File: config.mk
export PLATFORM = sky130hd
export DESIGN_NAME = quicksort_lomuto_engine_flat
export DESIGN_NICKNAME = d
export VERILOG_FILES = /design/src/rtl/core/qsl_pkg.sv /design/src/rtl/core/qsl_if.sv /design/src/rtl/core/qsl_ram.sv /design/src/rtl/core/qsl_partition.sv /design/src/rtl/core/quicksort_lomuto_engine.sv /design/src/flat_wrapper.sv
export VERILOG_INCLUDE_DIRS = /design/src /design/src/rtl/core
export SDC_FILE = /design/constraint.sdc
export NUM_CORES = 2
export LEC_CHECK = 0
export BUFFER_PORTS_ARGS = -buffer_cell sky130_fd_sc_hd__buf_2
export CELL_PAD_IN_SITES_DETAIL_PLACEMENT = 1
export CELL_PAD_IN_SITES_GLOBAL_PLACEMENT = 1
export CORE_MARGIN = 4
export CORE_UTILIZATION = 41
export CTS_BUF_LIST = sky130_fd_sc_hd__clkbuf_16
export CTS_CLUSTER_SIZE = 14
export DETAILED_ROUTE_END_ITERATION = 8
export PLACE_DENSITY_LB_ADDON = 0.1
export REMOVE_ABC_BUFFERS = 1
export SLEW_MARGIN = 20
export SYNTH_ARGS = -nofsm -noshare
export SYNTH_HDL_FRONTEND = slang
export SYNTH_HIERARCHICAL = 1
export SYNTH_SLANG_ARGS = --single-unit
export TNS_END_PERCENT = 10
File: constraint.sdc
create_clock -name clock -period 4.75 [get_ports clock]
set_clock_uncertainty 0.2 [all_clocks]
set_input_delay 0.475 -clock clock [delete_from_list [all_inputs] [get_ports clock]]
set_output_delay 0.475 -clock clock [all_outputs]
set_load 0.02 [all_outputs]
File: src/rtl/core/quicksort_lomuto_engine_assert.svh
// Assertion macros shared by the quicksort engine RTL.
// Included by the modules that carry concurrent checks; no other dependencies.
`ifndef QUICKSORT_LOMUTO_ENGINE_ASSERT_SVH
`define QUICKSORT_LOMUTO_ENGINE_ASSERT_SVH
`ifndef SYNTH
// same-cycle implication
`define QSL_ASSERT_IMPLIES(lbl, clk, rst, ante, cons) \
   lbl: assert property (@(posedge clk) disable iff (rst) (ante) |-> (cons)) \
      else $error("qsl assertion failed");
// next-cycle implication
`define QSL_ASSERT_NEXT(lbl, clk, rst, ante, cons) \
   lbl: assert property (@(posedge clk) disable iff (rst) (ante) |=> (cons)) \
      else $error("qsl assertion failed");
`else
`define QSL_ASSERT_IMPLIES(lbl, clk, rst, ante, cons)
`define QSL_ASSERT_NEXT(lbl, clk, rst, ante, cons)
`endif
`endif

File: src/rtl/core/qsl_pkg.sv
// Shared constants and types of the quicksort engine.
// No dependencies; used by the interfaces, the partition unit, the engine and the bench.
package qsl_pkg;

   localparam int DATA_W      = 32;
   localparam int IDX_W       = 6;
   localparam int CNT_W       = 7;
   localparam int STORE_DEPTH = 64;
   localparam int MAX_ITEMS   = 64;
   localparam int STACK_DEPTH = 64;
   localparam int SP_W        = 7;
   localparam int SP_IDX_W    = 6;
   localparam int ENTRY_W     = 2 * IDX_W;

   localparam logic [CNT_W-1:0] MAX_COUNT   = CNT_W'(MAX_ITEMS);
   localparam logic [SP_W-1:0]  STACK_LIMIT = SP_W'(STACK_DEPTH);

   // one access to the element memory
   typedef struct packed {
      logic                     we;
      logic [IDX_W-1:0]         waddr;
      logic signed [DATA_W-1:0] wdata;
      logic [IDX_W-1:0]         raddr;
   } mem_req_type;

   // one access to the range stack memory
   typedef struct packed {
      logic                  we;
      logic [SP_IDX_W-1:0]   waddr;
      logic [ENTRY_W-1:0]    wdata;
      logic [SP_IDX_W-1:0]   raddr;
   } stk_req_type;

   // partition request from the sequencer
   typedef struct packed {
      logic             start;
      logic [IDX_W-1:0] lo;
      logic [IDX_W-1:0] hi;
   } part_cmd_type;

   // partition completion
   typedef struct packed {
      logic             done;
      logic [IDX_W-1:0] pidx;
   } part_sts_type;

endpackage

File: src/rtl/core/qsl_if.sv
// Valid/ready channel interfaces for the quicksort engine: input beats and result beats.
// Depends on qsl_pkg for field widths.
interface qsl_req_if;
   import qsl_pkg::*;

   logic                     valid;
   logic                     ready;
   logic signed [DATA_W-1:0] value;
   logic                     last_item;

   modport source (output valid, output value, output last_item, input ready);
   modport sink   (input valid, input value, input last_item, output ready);
endinterface

interface qsl_rsp_if;
   import qsl_pkg::*;

   logic                     valid;
   logic                     ready;
   logic signed [DATA_W-1:0] sorted_value;
   logic [IDX_W-1:0]         position;
   logic                     last_result;
   logic                     overflow;

   modport source (output valid, output sorted_value, output position,
                   output last_result, output overflow, input ready);
   modport sink   (input valid, input sorted_value, input position,
                   input last_result, input overflow, output ready);
endinterface

File: src/rtl/core/qsl_ram.sv
// Generic simple dual-port RAM: one write port, one registered read port.
// A read of the address written in the same cycle returns the new data.
module qsl_ram #(
   parameter int WIDTH  = 32,
   parameter int DEPTH  = 64,
   localparam int ADDR_W = $clog2(DEPTH)
) (
   input  logic              clock,
   input  logic              we,
   input  logic [ADDR_W-1:0] waddr,
   input  logic [WIDTH-1:0]  wdata,
   input  logic [ADDR_W-1:0] raddr,
   output logic [WIDTH-1:0]  rdata
);

   logic [WIDTH-1:0] mem_ff [DEPTH];
   logic [WIDTH-1:0] rdata_ff;

   // write port
   always_ff @(posedge clock) begin
      if (we) begin
         mem_ff[waddr] <= wdata;
      end
   end

   // read port, write data forwarded on address match
   always_ff @(posedge clock) begin
      if (we && (waddr == raddr)) begin
         rdata_ff <= wdata;
      end else begin
         rdata_ff <= mem_ff[raddr];
      end
   end

   assign rdata = rdata_ff;

endmodule

File: src/rtl/core/qsl_partition.sv
// Lomuto partition unit: walks one index range of the element memory,
// swapping smaller elements forward, then places the pivot. Depends on qsl_pkg.
module qsl_partition (
   input  logic                             clock,
   input  logic                             reset,
   input  qsl_pkg::part_cmd_type            cmd,
   output qsl_pkg::part_sts_type            sts,
   output qsl_pkg::mem_req_type             mem_req,
   input  logic signed [qsl_pkg::DATA_W-1:0] mem_rdata
);
   import qsl_pkg::*;
   `include "quicksort_lomuto_engine_assert.svh"

   typedef enum logic [2:0] {
      P_IDLE, P_RDPIV, P_PIV, P_CMP, P_SWAP1, P_SWAP2, P_FIN1, P_FIN2
   } part_state_type;

   part_state_type           state_ff, state_in;
   logic [IDX_W-1:0]         lo_ff, lo_in;
   logic [IDX_W-1:0]         hi_ff, hi_in;
   logic [IDX_W-1:0]         k_ff, k_in;
   logic [IDX_W-1:0]         next_ff, next_in;
   logic signed [DATA_W-1:0] pivot_ff, pivot_in;
   logic signed [DATA_W-1:0] valk_ff, valk_in;
   logic signed [DATA_W-1:0] tmp_ff, tmp_in;
   logic [IDX_W-1:0]         next_new;
   logic                     below;
   logic                     at_end;

   assign below  = mem_rdata < pivot_ff;
   assign at_end = (k_ff + IDX_W'(1)) == hi_ff;

   // next-state and memory access
   always_comb begin
      state_in = state_ff;
      lo_in    = lo_ff;
      hi_in    = hi_ff;
      k_in     = k_ff;
      next_in  = next_ff;
      pivot_in = pivot_ff;
      valk_in  = valk_ff;
      tmp_in   = tmp_ff;
      next_new = next_ff;
      mem_req  = '0;
      sts      = '0;
      case (state_ff)
         P_IDLE: begin
            if (cmd.start) begin
               lo_in    = cmd.lo;
               hi_in    = cmd.hi;
               state_in = P_RDPIV;
            end
         end
         P_RDPIV: begin
            mem_req.raddr = hi_ff;
            state_in      = P_PIV;
         end
         P_PIV: begin
            pivot_in      = mem_rdata;
            k_in          = lo_ff;
            next_in       = lo_ff;
            mem_req.raddr = lo_ff;
            state_in      = P_CMP;
         end
         P_CMP: begin
            valk_in = mem_rdata;
            if (below && (next_ff != k_ff)) begin
               // fetch the element to swap with
               mem_req.raddr = next_ff;
               state_in      = P_SWAP1;
            end else begin
               next_new = below ? next_ff + IDX_W'(1) : next_ff;
               next_in  = next_new;
               if (at_end) begin
                  mem_req.raddr = next_new;
                  state_in      = P_FIN1;
               end else begin
                  k_in          = k_ff + IDX_W'(1);
                  mem_req.raddr = k_ff + IDX_W'(1);
               end
            end
         end
         P_SWAP1: begin
            mem_req.we    = 1'b1;
            mem_req.waddr = next_ff;
            mem_req.wdata = valk_ff;
            tmp_in        = mem_rdata;
            state_in      = P_SWAP2;
         end
         P_SWAP2: begin
            mem_req.we    = 1'b1;
            mem_req.waddr = k_ff;
            mem_req.wdata = tmp_ff;
            next_new      = next_ff + IDX_W'(1);
            next_in       = next_new;
            if (at_end) begin
               mem_req.raddr = next_new;
               state_in      = P_FIN1;
            end else begin
               k_in          = k_ff + IDX_W'(1);
               mem_req.raddr = k_ff + IDX_W'(1);
               state_in      = P_CMP;
            end
         end
         P_FIN1: begin
            // pivot into its final slot
            mem_req.we    = 1'b1;
            mem_req.waddr = next_ff;
            mem_req.wdata = pivot_ff;
            tmp_in        = mem_rdata;
            state_in      = P_FIN2;
         end
         P_FIN2: begin
            mem_req.we    = 1'b1;
            mem_req.waddr = hi_ff;
            mem_req.wdata = tmp_ff;
            sts.done      = 1'b1;
            sts.pidx      = next_ff;
            state_in      = P_IDLE;
         end
         default: begin
            state_in = P_IDLE;
         end
      endcase
   end

   always_ff @(posedge clock) begin
      if (reset) begin
         state_ff <= P_IDLE;
      end else begin
         state_ff <= state_in;
      end
      lo_ff    <= lo_in;
      hi_ff    <= hi_in;
      k_ff     <= k_in;
      next_ff  <= next_in;
      pivot_ff <= pivot_in;
      valk_ff  <= valk_in;
      tmp_ff   <= tmp_in;
   end

   `QSL_ASSERT_IMPLIES(a_next_behind_scan, clock, reset, state_ff == P_CMP, next_ff <= k_ff)
   `QSL_ASSERT_IMPLIES(a_scan_below_pivot, clock, reset, state_ff == P_CMP, k_ff < hi_ff)
   `QSL_ASSERT_IMPLIES(a_start_when_idle, clock, reset, cmd.start, state_ff == P_IDLE)

endmodule

File: src/rtl/core/quicksort_lomuto_engine.sv
// Quicksort engine (Lomuto partition). Input beats are loaded one per cycle into a
// 64-entry element memory until a beat marked last; beats beyond capacity are dropped
// and flagged. The batch is then sorted in place with an explicit range stack, during
// which no input is taken, and finally streamed out in ascending order; each result
// beat is read from the element memory and then loaded into the output register,
// and the next read waits until the output register frees up. Already ascending or
// all-equal data is the worst case, where each pivot splits off nothing. The partition
// unit compares one element per cycle through the single read port of the element
// memory, but stalls for each swap, which takes two writes through its write port.
// No memory clearing after reset.
module quicksort_lomuto_engine (
   input  logic            clock,
   input  logic            reset,
   qsl_req_if.sink         req_bus,
   qsl_rsp_if.source       rsp_bus
);
   import qsl_pkg::*;
   `include "quicksort_lomuto_engine_assert.svh"

   typedef enum logic [3:0] {
      S_LOAD, S_SORT_INIT, S_POP, S_RANGE, S_PART, S_PUSH_R, S_PUSH_L,
      S_EMIT_RD, S_EMIT_LD
   } seq_state_type;

   seq_state_type            state_ff, state_in;
   logic [CNT_W-1:0]         count_ff, count_in;
   logic                     dropped_ff, dropped_in;
   logic [SP_W-1:0]          sp_ff, sp_in;
   logic [IDX_W-1:0]         lo_ff, lo_in;
   logic [IDX_W-1:0]         hi_ff, hi_in;
   logic [IDX_W-1:0]         p_ff, p_in;
   logic [IDX_W-1:0]         idx_ff, idx_in;
   logic                     rsp_valid_ff, rsp_valid_in;
   logic signed [DATA_W-1:0] rsp_value_ff, rsp_value_in;
   logic [IDX_W-1:0]         rsp_pos_ff, rsp_pos_in;
   logic                     rsp_last_ff, rsp_last_in;
   logic                     rsp_ovf_ff, rsp_ovf_in;

   mem_req_type              top_mem, part_mem, elem_req;
   logic signed [DATA_W-1:0] elem_rdata;
   stk_req_type              stk_req;
   logic [ENTRY_W-1:0]       stk_rdata;
   part_cmd_type             part_cmd;
   part_sts_type             part_sts;
   logic [IDX_W-1:0]         ent_lo, ent_hi;
   logic                     emit_last;

   // element memory, owned by the partition unit while a range is split
   assign elem_req = (state_ff == S_PART) ? part_mem : top_mem;

   qsl_ram #(.WIDTH(DATA_W), .DEPTH(STORE_DEPTH)) u_elem_ram (
      .clock (clock),
      .we    (elem_req.we),
      .waddr (elem_req.waddr),
      .wdata (elem_req.wdata),
      .raddr (elem_req.raddr),
      .rdata (elem_rdata)
   );

   qsl_ram #(.WIDTH(ENTRY_W), .DEPTH(STACK_DEPTH)) u_stack_ram (
      .clock (clock),
      .we    (stk_req.we),
      .waddr (stk_req.waddr),
      .wdata (stk_req.wdata),
      .raddr (stk_req.raddr),
      .rdata (stk_rdata)
   );

   qsl_partition u_partition (
      .clock     (clock),
      .reset     (reset),
      .cmd       (part_cmd),
      .sts       (part_sts),
      .mem_req   (part_mem),
      .mem_rdata (elem_rdata)
   );

   assign ent_lo    = stk_rdata[ENTRY_W-1:IDX_W];
   assign ent_hi    = stk_rdata[IDX_W-1:0];
   assign emit_last = ({1'b0, idx_ff} + CNT_W'(1)) == count_ff;

   // ports
   assign req_bus.ready        = (state_ff == S_LOAD);
   assign rsp_bus.valid        = rsp_valid_ff;
   assign rsp_bus.sorted_value = rsp_value_ff;
   assign rsp_bus.position     = rsp_pos_ff;
   assign rsp_bus.last_result  = rsp_last_ff;
   assign rsp_bus.overflow     = rsp_ovf_ff;

   // sequencer: load, range stack walk, emit
   always_comb begin
      state_in     = state_ff;
      count_in     = count_ff;
      dropped_in   = dropped_ff;
      sp_in        = sp_ff;
      lo_in        = lo_ff;
      hi_in        = hi_ff;
      p_in         = p_ff;
      idx_in       = idx_ff;
      rsp_value_in = rsp_value_ff;
      rsp_pos_in   = rsp_pos_ff;
      rsp_last_in  = rsp_last_ff;
      rsp_ovf_in   = rsp_ovf_ff;
      rsp_valid_in = rsp_valid_ff && !rsp_bus.ready;
      top_mem      = '0;
      stk_req      = '0;
      part_cmd     = '0;
      case (state_ff)
         S_LOAD: begin
            if (req_bus.valid) begin
               if (count_ff < MAX_COUNT) begin
                  top_mem.we    = 1'b1;
                  top_mem.waddr = count_ff[IDX_W-1:0];
                  top_mem.wdata = req_bus.value;
                  count_in      = count_ff + CNT_W'(1);
               end else begin
                  dropped_in = 1'b1;
               end
               if (req_bus.last_item) begin
                  state_in = S_SORT_INIT;
               end
            end
         end
         S_SORT_INIT: begin
            idx_in = '0;
            if (count_ff < CNT_W'(2)) begin
               sp_in    = '0;
               state_in = S_EMIT_RD;
            end else begin
               stk_req.we    = 1'b1;
               stk_req.waddr = '0;
               stk_req.wdata = {IDX_W'(0), count_ff[IDX_W-1:0] - IDX_W'(1)};
               sp_in         = SP_W'(1);
               state_in      = S_POP;
            end
         end
         S_POP: begin
            if (sp_ff == '0) begin
               idx_in   = '0;
               state_in = S_EMIT_RD;
            end else begin
               stk_req.raddr = sp_ff[SP_IDX_W-1:0] - SP_IDX_W'(1);
               sp_in         = sp_ff - SP_W'(1);
               state_in      = S_RANGE;
            end
         end
         S_RANGE: begin
            lo_in = ent_lo;
            hi_in = ent_hi;
            if (ent_lo >= ent_hi) begin
               state_in = S_POP;
            end else begin
               part_cmd.start = 1'b1;
               part_cmd.lo    = ent_lo;
               part_cmd.hi    = ent_hi;
               state_in       = S_PART;
            end
         end
         S_PART: begin
            if (part_sts.done) begin
               p_in     = part_sts.pidx;
               state_in = S_PUSH_R;
            end
         end
         S_PUSH_R: begin
            // upper part first, so the lower part is popped next
            if ((({1'b0, p_ff} + CNT_W'(1)) < {1'b0, hi_ff}) && (sp_ff < STACK_LIMIT)) begin
               stk_req.we    = 1'b1;
               stk_req.waddr = sp_ff[SP_IDX_W-1:0];
               stk_req.wdata = {p_ff + IDX_W'(1), hi_ff};
               sp_in         = sp_ff + SP_W'(1);
            end
            state_in = S_PUSH_L;
         end
         S_PUSH_L: begin
            if (({1'b0, p_ff} > ({1'b0, lo_ff} + CNT_W'(1))) && (sp_ff < STACK_LIMIT)) begin
               stk_req.we    = 1'b1;
               stk_req.waddr = sp_ff[SP_IDX_W-1:0];
               stk_req.wdata = {lo_ff, p_ff - IDX_W'(1)};
               sp_in         = sp_ff + SP_W'(1);
            end
            state_in = S_POP;
         end
         S_EMIT_RD: begin
            // read only when the output register frees up this cycle
            if (!rsp_valid_ff || rsp_bus.ready) begin
               top_mem.raddr = idx_ff;
               state_in      = S_EMIT_LD;
            end
         end
         S_EMIT_LD: begin
            rsp_valid_in = 1'b1;
            rsp_value_in = elem_rdata;
            rsp_pos_in   = idx_ff;
            rsp_last_in  = emit_last;
            rsp_ovf_in   = dropped_ff;
            if (emit_last) begin
               count_in   = '0;
               dropped_in = 1'b0;
               sp_in      = '0;
               state_in   = S_LOAD;
            end else begin
               idx_in   = idx_ff + IDX_W'(1);
               state_in = S_EMIT_RD;
            end
         end
         default: begin
            state_in = S_LOAD;
         end
      endcase
   end

   always_ff @(posedge clock) begin
      if (reset) begin
         state_ff     <= S_LOAD;
         count_ff     <= '0;
         dropped_ff   <= 1'b0;
         sp_ff        <= '0;
         rsp_valid_ff <= 1'b0;
      end else begin
         state_ff     <= state_in;
         count_ff     <= count_in;
         dropped_ff   <= dropped_in;
         sp_ff        <= sp_in;
         rsp_valid_ff <= rsp_valid_in;
      end
      lo_ff        <= lo_in;
      hi_ff        <= hi_in;
      p_ff         <= p_in;
      idx_ff       <= idx_in;
      rsp_value_ff <= rsp_value_in;
      rsp_pos_ff   <= rsp_pos_in;
      rsp_last_ff  <= rsp_last_in;
      rsp_ovf_ff   <= rsp_ovf_in;
   end

   `QSL_ASSERT_IMPLIES(a_count_bounded, clock, reset, 1'b1, count_ff <= MAX_COUNT)
   `QSL_ASSERT_IMPLIES(a_stack_bounded, clock, reset, 1'b1, sp_ff <= STACK_LIMIT)
   `QSL_ASSERT_IMPLIES(a_done_in_part, clock, reset, part_sts.done, state_ff == S_PART)
   `QSL_ASSERT_NEXT(a_done_then_push, clock, reset, part_sts.done, state_ff == S_PUSH_R)

endmodule

File: src/flat_wrapper.sv
// flat-port wrapper written by rule: the top's interface ports become plain ports
module quicksort_lomuto_engine_flat import qsl_pkg::*;
  (clock, reset, req_bus_valid, req_bus_value, req_bus_last_item, req_bus_ready, rsp_bus_valid, rsp_bus_sorted_value, rsp_bus_position, rsp_bus_last_result, rsp_bus_overflow, rsp_bus_ready);
  qsl_req_if req_bus_i ();
  qsl_rsp_if rsp_bus_i ();
  input  logic clock;
  input  logic reset;
  input wire logic [$bits(req_bus_i.valid)-1:0] req_bus_valid;
  input wire logic [$bits(req_bus_i.value)-1:0] req_bus_value;
  input wire logic [$bits(req_bus_i.last_item)-1:0] req_bus_last_item;
  output wire logic [$bits(req_bus_i.ready)-1:0] req_bus_ready;
  output wire logic [$bits(rsp_bus_i.valid)-1:0] rsp_bus_valid;
  output wire logic [$bits(rsp_bus_i.sorted_value)-1:0] rsp_bus_sorted_value;
  output wire logic [$bits(rsp_bus_i.position)-1:0] rsp_bus_position;
  output wire logic [$bits(rsp_bus_i.last_result)-1:0] rsp_bus_last_result;
  output wire logic [$bits(rsp_bus_i.overflow)-1:0] rsp_bus_overflow;
  input wire logic [$bits(rsp_bus_i.ready)-1:0] rsp_bus_ready;
  assign req_bus_i.valid = req_bus_valid;
  assign req_bus_i.value = req_bus_value;
  assign req_bus_i.last_item = req_bus_last_item;
  assign req_bus_ready = req_bus_i.ready;
  assign rsp_bus_valid = rsp_bus_i.valid;
  assign rsp_bus_sorted_value = rsp_bus_i.sorted_value;
  assign rsp_bus_position = rsp_bus_i.position;
  assign rsp_bus_last_result = rsp_bus_i.last_result;
  assign rsp_bus_overflow = rsp_bus_i.overflow;
  assign rsp_bus_i.ready = rsp_bus_ready;
  quicksort_lomuto_engine u_core (.clock(clock), .reset(reset), .req_bus(req_bus_i), .rsp_bus(rsp_bus_i));
endmodule
* Yosys cells after proc, flatten, opt, wreduce, memory -nomap -nowiden
Memories as Yosys holds them, arrays and structs flattened. A register that Yosys moved wholly into a read port is not among the register bits.
Cells that the tools add are included.
W data, S select, Z words.
** Word-level totals
- Bits in registers :: 207
- Bits in writable memories :: 2816
- Input port bits :: 37
- Logic and storage cells :: 163
- Memories kept :: 2
** Operators by class
- Add/sub/neg operators :: 13
- Magnitude comparators :: 7
- Eq/ne operators :: 33
- Mux-type cells :: 61
- Bitwise logic cells :: 1
- Reductions and logical operators :: 25
** Memory list
- u_core.u_elem_ram.mem_ff :: words 64, width 32, rd ports 1, clocked after memory_dff 1, write ports 1, line qsl_ram.sv:16 : logic [WIDTH-1:0] mem_ff [DEPTH];
- u_core.u_stack_ram.mem_ff :: words 64, width 12, rd ports 1, clocked after memory_dff 1, write ports 1, line qsl_ram.sv:16
** Operators by type and width (count)
- $pmux W39 S4 :: 1
- $mux W39 :: 3
- $mux W6 :: 13
- $mux W19 :: 3
- $pmux W19 S3 :: 1
- $pmux W6 S3 :: 3
- $mux W7 :: 7
- $mux W45 :: 1
- $pmux W4 S9 :: 1
- $pmux W7 S5 :: 1
- $lt A32 B32 Y1 :: 1
- $mux W13 :: 2
- $add A6 B1 Y6 const B :: 4
- $mux W3 :: 8
- $pmux W3 S8 :: 1
- $pmux W6 S4 :: 1
- $add A6 B1 Y7 const B :: 3
- $sub A6 B1 Y6 const B :: 3
- $eq A4 B3 Y1 const B :: 4
- $mux W4 :: 4
- $ne A2 B1 Y1 const B :: 8
- $add A7 B1 Y7 const B :: 2
- $lt A7 B7 Y1 const B :: 2
- $pmux W7 S2 :: 1
- 33 further kinds :: 62

* Longest topological paths before layout
- Word-level depth :: 8
- Depth in mapped cells :: 21
- Depth with buffers taken out :: 16

* Cells and area by module
Netlist, hierarchy kept.
** Modules (own cells, without submodules)
- qsl_ram (u_core.u_elem_ram) :: times used 1, cells an instance 3298, area an instance 77992.3 sq um, seq. area each 61619.1 sq um
- qsl_ram (u_core.u_stack_ram) :: times used 1, cells an instance 1333, area an instance 29731.0 sq um, seq. area each 23182.2 sq um
- qsl_partition :: times used 1, cells an instance 575, area an instance 6597.6 sq um, seq. area each 3663.5 sq um
- quicksort_lomuto_engine :: times used 1, cells an instance 490, area an instance 5062.4 sq um, seq. area each 2322.2 sq um

* Worst setup path after synthesis
OpenSTA, ideal clock, no wires.
- Path type :: reg-to-reg
- Start point :: register u_core.state_ff[1]
- End point :: memory u_core.u_elem_ram.mem_ff[48][0], enable pin
- Setup time :: 0.461 ns
- Arrival :: 4.769 ns
- Setup slack :: -0.680 ns
- Stages on the path, launching flop included :: 10
- Path buffers :: 3
- Cell sequence :: dfxtp_1 nor4_1 and2_1 nor2b_1 buf_2 buf_1 a22o_1 clkbuf_1 nand4b_1 nor3_1
** RTL lines
- start, declared :: line quicksort_lomuto_engine.sv:25 : seq_state_type state_ff, state_in;
- start signal, assigned :: line quicksort_lomuto_engine.sv:221 : state_ff <= state_in;
- end, declared :: line qsl_ram.sv:16

==> summary.md <==
| Metric | Value |
|---|---|
| Hold slack | `0.08958 ns` |
| Final Hold Viols | `0` |
| Largest fanout on the critical path | `6` |
| Tmin final | `5.486 ns` |
| Final total power | `0.06685 W` |
| Worst-case setup margin in the final layout | `-0.7358 ns` |
| Vias in the first global route | `65200` |
| CTS tree | `done` |
| Register area share after synthesis | `0.7605` |
| FF+latch count, synth | `3035` |
| Final setup viols | `27` |
| Dpl hpwl | `226700 um` |
| Area Growth Syn to Fin | `20.16%` |
| Overall Global Routing Usage | `0.2368` |
| Sum of negative setup slack | `-16.67 ns` |
| Number of buffers created by CTS | `329` |
| Maximum vdd ir drop | `350.0 uV` |
| Wire length reported by the detailed router | `358800 um` |
| Pin count of the biggest net entering global routing | `65` |
| Remaining Overflow, GRT | `0` |
| Number of iterations in the first detailed-routing pass | `5` |
| Number of antenna violations at the first check in global routing | `18` |
| Utilization of the core after routing | `0.4966` |
| Worst Path Required | `between 5 and 6 ns` |
| Setup repair after global routing missed its margin | `true` |
| Routability Congestion | `0.8233` |
| Fraction of synthesis flops using an asynchronous set or reset pin | `0` |
| Average size of a mapped cell | `20.96 sq um` |
| Initial Utilization | `0.4133` |
| Number of distinct library cells after synthesis | `89` |
| Primary FF master, synth | `sky130_fd_sc_hd__edfxtp_1` |
| Clock H-tree levels | `5` |
| Total Die Area | `0.2999 sq mm` |
| First-pass GRT wire length | `approximately 510000 um` |
| Skew-Pair Late Insertion Delay | `roughly 0.9 ns` |
| Reg2reg path depth | `20` |
| Kind of start point of the critical path | `flip-flop` |
| Vias per cell | `5.782` |
| Via count | `62020` |
| Number of placement rows | `197` |
| DRC Markers | `0` |
| Fraction of layout instances using a drive strength above 1 | `0.3336` |
| Die X-Extent | `around 550 um` |
| Number of buffer cells added on primary ports | `78` |
| Ratio of final minimum period to clock period | `1.155` |
| Tightest Hold Check Type | `in2reg` |
| Maximum buffer depth of the clock tree | `4` |
| Number of enable-type register cells in the synthesized netlist | `3000` |
| Number of fill cells in the layout | `about 26000` |
| DR iter-0 viols | `6618` |
| I/O pin count | `79` |
| Die span in y | `around 550 um` |
| Max Fclk | `182.3 MHz` |
| Net total in the final layout | `6682` |
| Post-CTS clock slew at the launch and capture registers of the worst setup and hold paths | `0.06 ns` |
| Class of the most critical setup path | `reg2reg` |
| Worst slew slack as a fraction of its limit | `0.2968` |
| Violations in the final reports | `negative setup slack` |
| Clock tree sinks | `a little over 3000` |
| Static leakage | `45.29 nW` |
| Setup slack on the worst flop-to-flop path | `-0.74 ns` |
| Count of antenna-violating nets left after detailed routing | `0` |
| CTS root buf | `sky130_fd_sc_hd__clkbuf_16` |
| Cell count after synthesis | `approximately 5700` |
| Worst-margin pin slew | `1.047 ns` |
| Arrival time at the worst endpoint | `6.07 ns` |
| Outcome | `finished with violations` |
| Synthesized area | `0.1194 sq mm` |
| Area of the core | `0.2889 sq mm` |
| Wirelength per Cell | `33.45 um` |
| Total of max-cap violations | `0` |
| Final Max Tran Viols | `0` |
| Yosys synthesis warning count | `6` |
| Kind of end point of the critical path | `flip-flop` |
| Power per Cell Area | `466.0 mW/mm^2` |
state kept, by name, indices dropped and copies added, names as in the netlist, 3 cells and up, named ones only:
| name | count |
|---|---|
| u_core/idx_ff | 6 |
| u_core/lo_ff | 6 |
| u_core/p_ff | 6 |
| u_core/hi_ff | 6 |
| u_core/u_partition/tmp_ff | 32 |
| u_core/u_partition/valk_ff | 32 |
| u_core/u_partition/pivot_ff | 32 |
| u_core/u_stack_ram/mem_ff | 768 |
| u_core/u_partition/k_ff | 6 |
| u_core/state_ff | 4 |
| u_core/u_partition/next_ff | 6 |
| u_core/u_partition/hi_ff | 6 |
| u_core/u_partition/lo_ff | 6 |
| u_core/sp_ff | 7 |
| u_core/rsp_bus.position | 6 |
| u_core/u_partition/state_ff | 3 |
| u_core/count_ff | 7 |
| u_core/rsp_bus.sorted_value | 32 |
| u_core/u_elem_ram/mem_ff | 2048 |
cells in the mapped netlist, types with 38 or more instances:
library cell               instances  area [sq um]
sky130_fd_sc_hd__buf_2            73         365.4
sky130_fd_sc_hd__nand2_1         112         420.4
sky130_fd_sc_hd__mux4_2          736         16580
sky130_fd_sc_hd__a22oi_1          38         285.3
sky130_fd_sc_hd__nand3_1          53         265.3
sky130_fd_sc_hd__inv_1            65         244.0
sky130_fd_sc_hd__edfxtp_1       3000         90090
sky130_fd_sc_hd__o22ai_1         109         681.9
sky130_fd_sc_hd__ha_1             63         788.3
sky130_fd_sc_hd__o21ai_0          84         420.4
sky130_fd_sc_hd__a21oi_1         119         595.6
sky130_fd_sc_hd__a22o_1           56         490.5
sky130_fd_sc_hd__nor2b_1          44         275.3
sky130_fd_sc_hd__o221ai_1         46         402.9
sky130_fd_sc_hd__nor2_1          264         991.0
sky130_fd_sc_hd__and2_1           52         325.3
sky130_fd_sc_hd__mux2i_1         154          1541
sky130_fd_sc_hd__clkbuf_1        161         604.3
through the flow:
| step | area, sq um | std cells | worst slack, ns |
|---|---|---|---|
| 2_1_floorplan | 117800 | 5378 | -22.34 |
| 3_3_place_gp | 131700 | 10080 | -1.219 |
| 3_5_place_dp | 131800 | 10080 | -1.162 |
| 4_1_cts | 142800 | 10700 | -0.7507 |
| 5_1_grt | 143400 | 10720 | -0.7973 |
| 6_report | 143400 | 10730 | -0.7358 |
cell families after synthesis:
family,count (synthesis),synth area share
buffers and inverters,384,0.01528
and+or+nand+nor,695,0.02825
DFF,3035,0.7605
AOI/OAI and AO/OA,566,0.03253
xor gates and xnor gates,55,0.004287
muxes,897,0.1524
adders and majority gates,64,0.006770
how the worst min path moves through the flow:
| stage | from | to | slack [ns] | cells after the start |
|---|---|---|---|---|
| after detailed placement | u_core/dropped_ff$_SDFFE_PP0P_ | u_core/rsp_bus.overflow$_DFFE_PP_ | 0.24 | 0 |
| after floorplan | u_core/dropped_ff$_SDFFE_PP0P_ | u_core/rsp_bus.overflow$_DFFE_PP_ | 0.21 | 0 |
| after CTS | req_bus_value[16] | u_core/u_elem_ram/mem_ff[45][16]$_DFFE_PP_ | 0.005 | 3 |
| final | req_bus_value[26] | u_core/u_elem_ram/mem_ff[59][26]$_DFFE_PP_ | 0.09 | 3 |
| after global routing | req_bus_value[16] | u_core/u_elem_ram/mem_ff[45][16]$_DFFE_PP_ | 0.07 | 3 |
| after global placement | u_core/dropped_ff$_SDFFE_PP0P_ | u_core/rsp_bus.overflow$_DFFE_PP_ | 0.26 | 0 |
placed cells by master, fill, tap and decap left out, drive strengths merged, types with 30 or more instances in the layout:
master,count
nor3,38
inv,143
nor2b,44
mux4,736
o22ai,109
a21oi,119
nand3,53
o21ai,85
and2,53
dfxtp,35
a22o,58
xnor2,30
nor2,264
nand2b,36
mux2i,154
clkbuf,338
buf,863
a22oi,38
clkinv,144
edfxtp,3000
nand2,113
o221ai,46
ha,63
power by group:
| part | switching [W] | total (W) | internal [W] |
|---|---|---|---|
| Combinational | 0.00667 | 0.0107 | 0.00399 |
| Sequential | 0.000325 | 0.0314 | 0.0310 |
| Clock | 0.0105 | 0.0248 | 0.0143 |
| Total | 0.0175 | 0.0669 | 0.0494 |
what timing repair did:
| item | 4_1_cts | 5_1_grt |
|---|---|---|
| buffers inserted | 22 | 16 |
| endpoints found under the setup margin | 40 | 49 |
| pin swaps | 23 | 41 |
| gates resized for setup | 61 | 91 |
| endpoints found under the hold margin | 39 | 0 |
| hold buffers | 6 | 0 |
| cloned | 2 | 2 |
area by class of cell:
cell class,count,area [sq um],share of cell area
Antenna cell,8,20.02,0.0001396
Clock buffer,336,8408,0.05862
Clock inverter,252,1981,0.01381
Inverter,66,249.0,0.001736
Multi-Input combinational cell,2277,27910,0.1946
Sequential cell,3035,90820,0.6332
Tap cell,3880,4855,0.03384
Timing Repair Buffer,872,9201,0.06415
metal layers:
layer  GRT usage  part of all wire  wire length, um  vias to the layer above
met2      0.3984              0.50           178500                     1895
met4     0.07289             0.034            12110                        2
met1      0.3269              0.42           149700                    33950
li1            -                 -                -                    25640
met3     0.02612             0.052            18520                      538
met5           0          0.000036               13                        -
critical path, cell delays in order (launching register included):
cell,delay [ns]
sky130_fd_sc_hd__dfxtp_4,0.37
sky130_fd_sc_hd__buf_12,0.16
sky130_fd_sc_hd__buf_16,0.17
sky130_fd_sc_hd__buf_8,0.14
sky130_fd_sc_hd__mux4_2,0.50
sky130_fd_sc_hd__mux4_2,0.56
sky130_fd_sc_hd__o22ai_2,0.14
sky130_fd_sc_hd__buf_6,0.17
sky130_fd_sc_hd__nor2_4,0.06
sky130_fd_sc_hd__ha_4,0.29
sky130_fd_sc_hd__nand4_4,0.16
sky130_fd_sc_hd__nor3_4,0.25
sky130_fd_sc_hd__or4b_4,0.54
sky130_fd_sc_hd__a311o_1,0.34
sky130_fd_sc_hd__a41oi_4,0.25
sky130_fd_sc_hd__buf_12,0.17
sky130_fd_sc_hd__buf_8,0.12
sky130_fd_sc_hd__nand4b_1,0.11
sky130_fd_sc_hd__nand3_1,0.08
sky130_fd_sc_hd__a221o_1,0.32
sky130_fd_sc_hd__a22o_1,0.21
(Power assumes the default switching activity.)
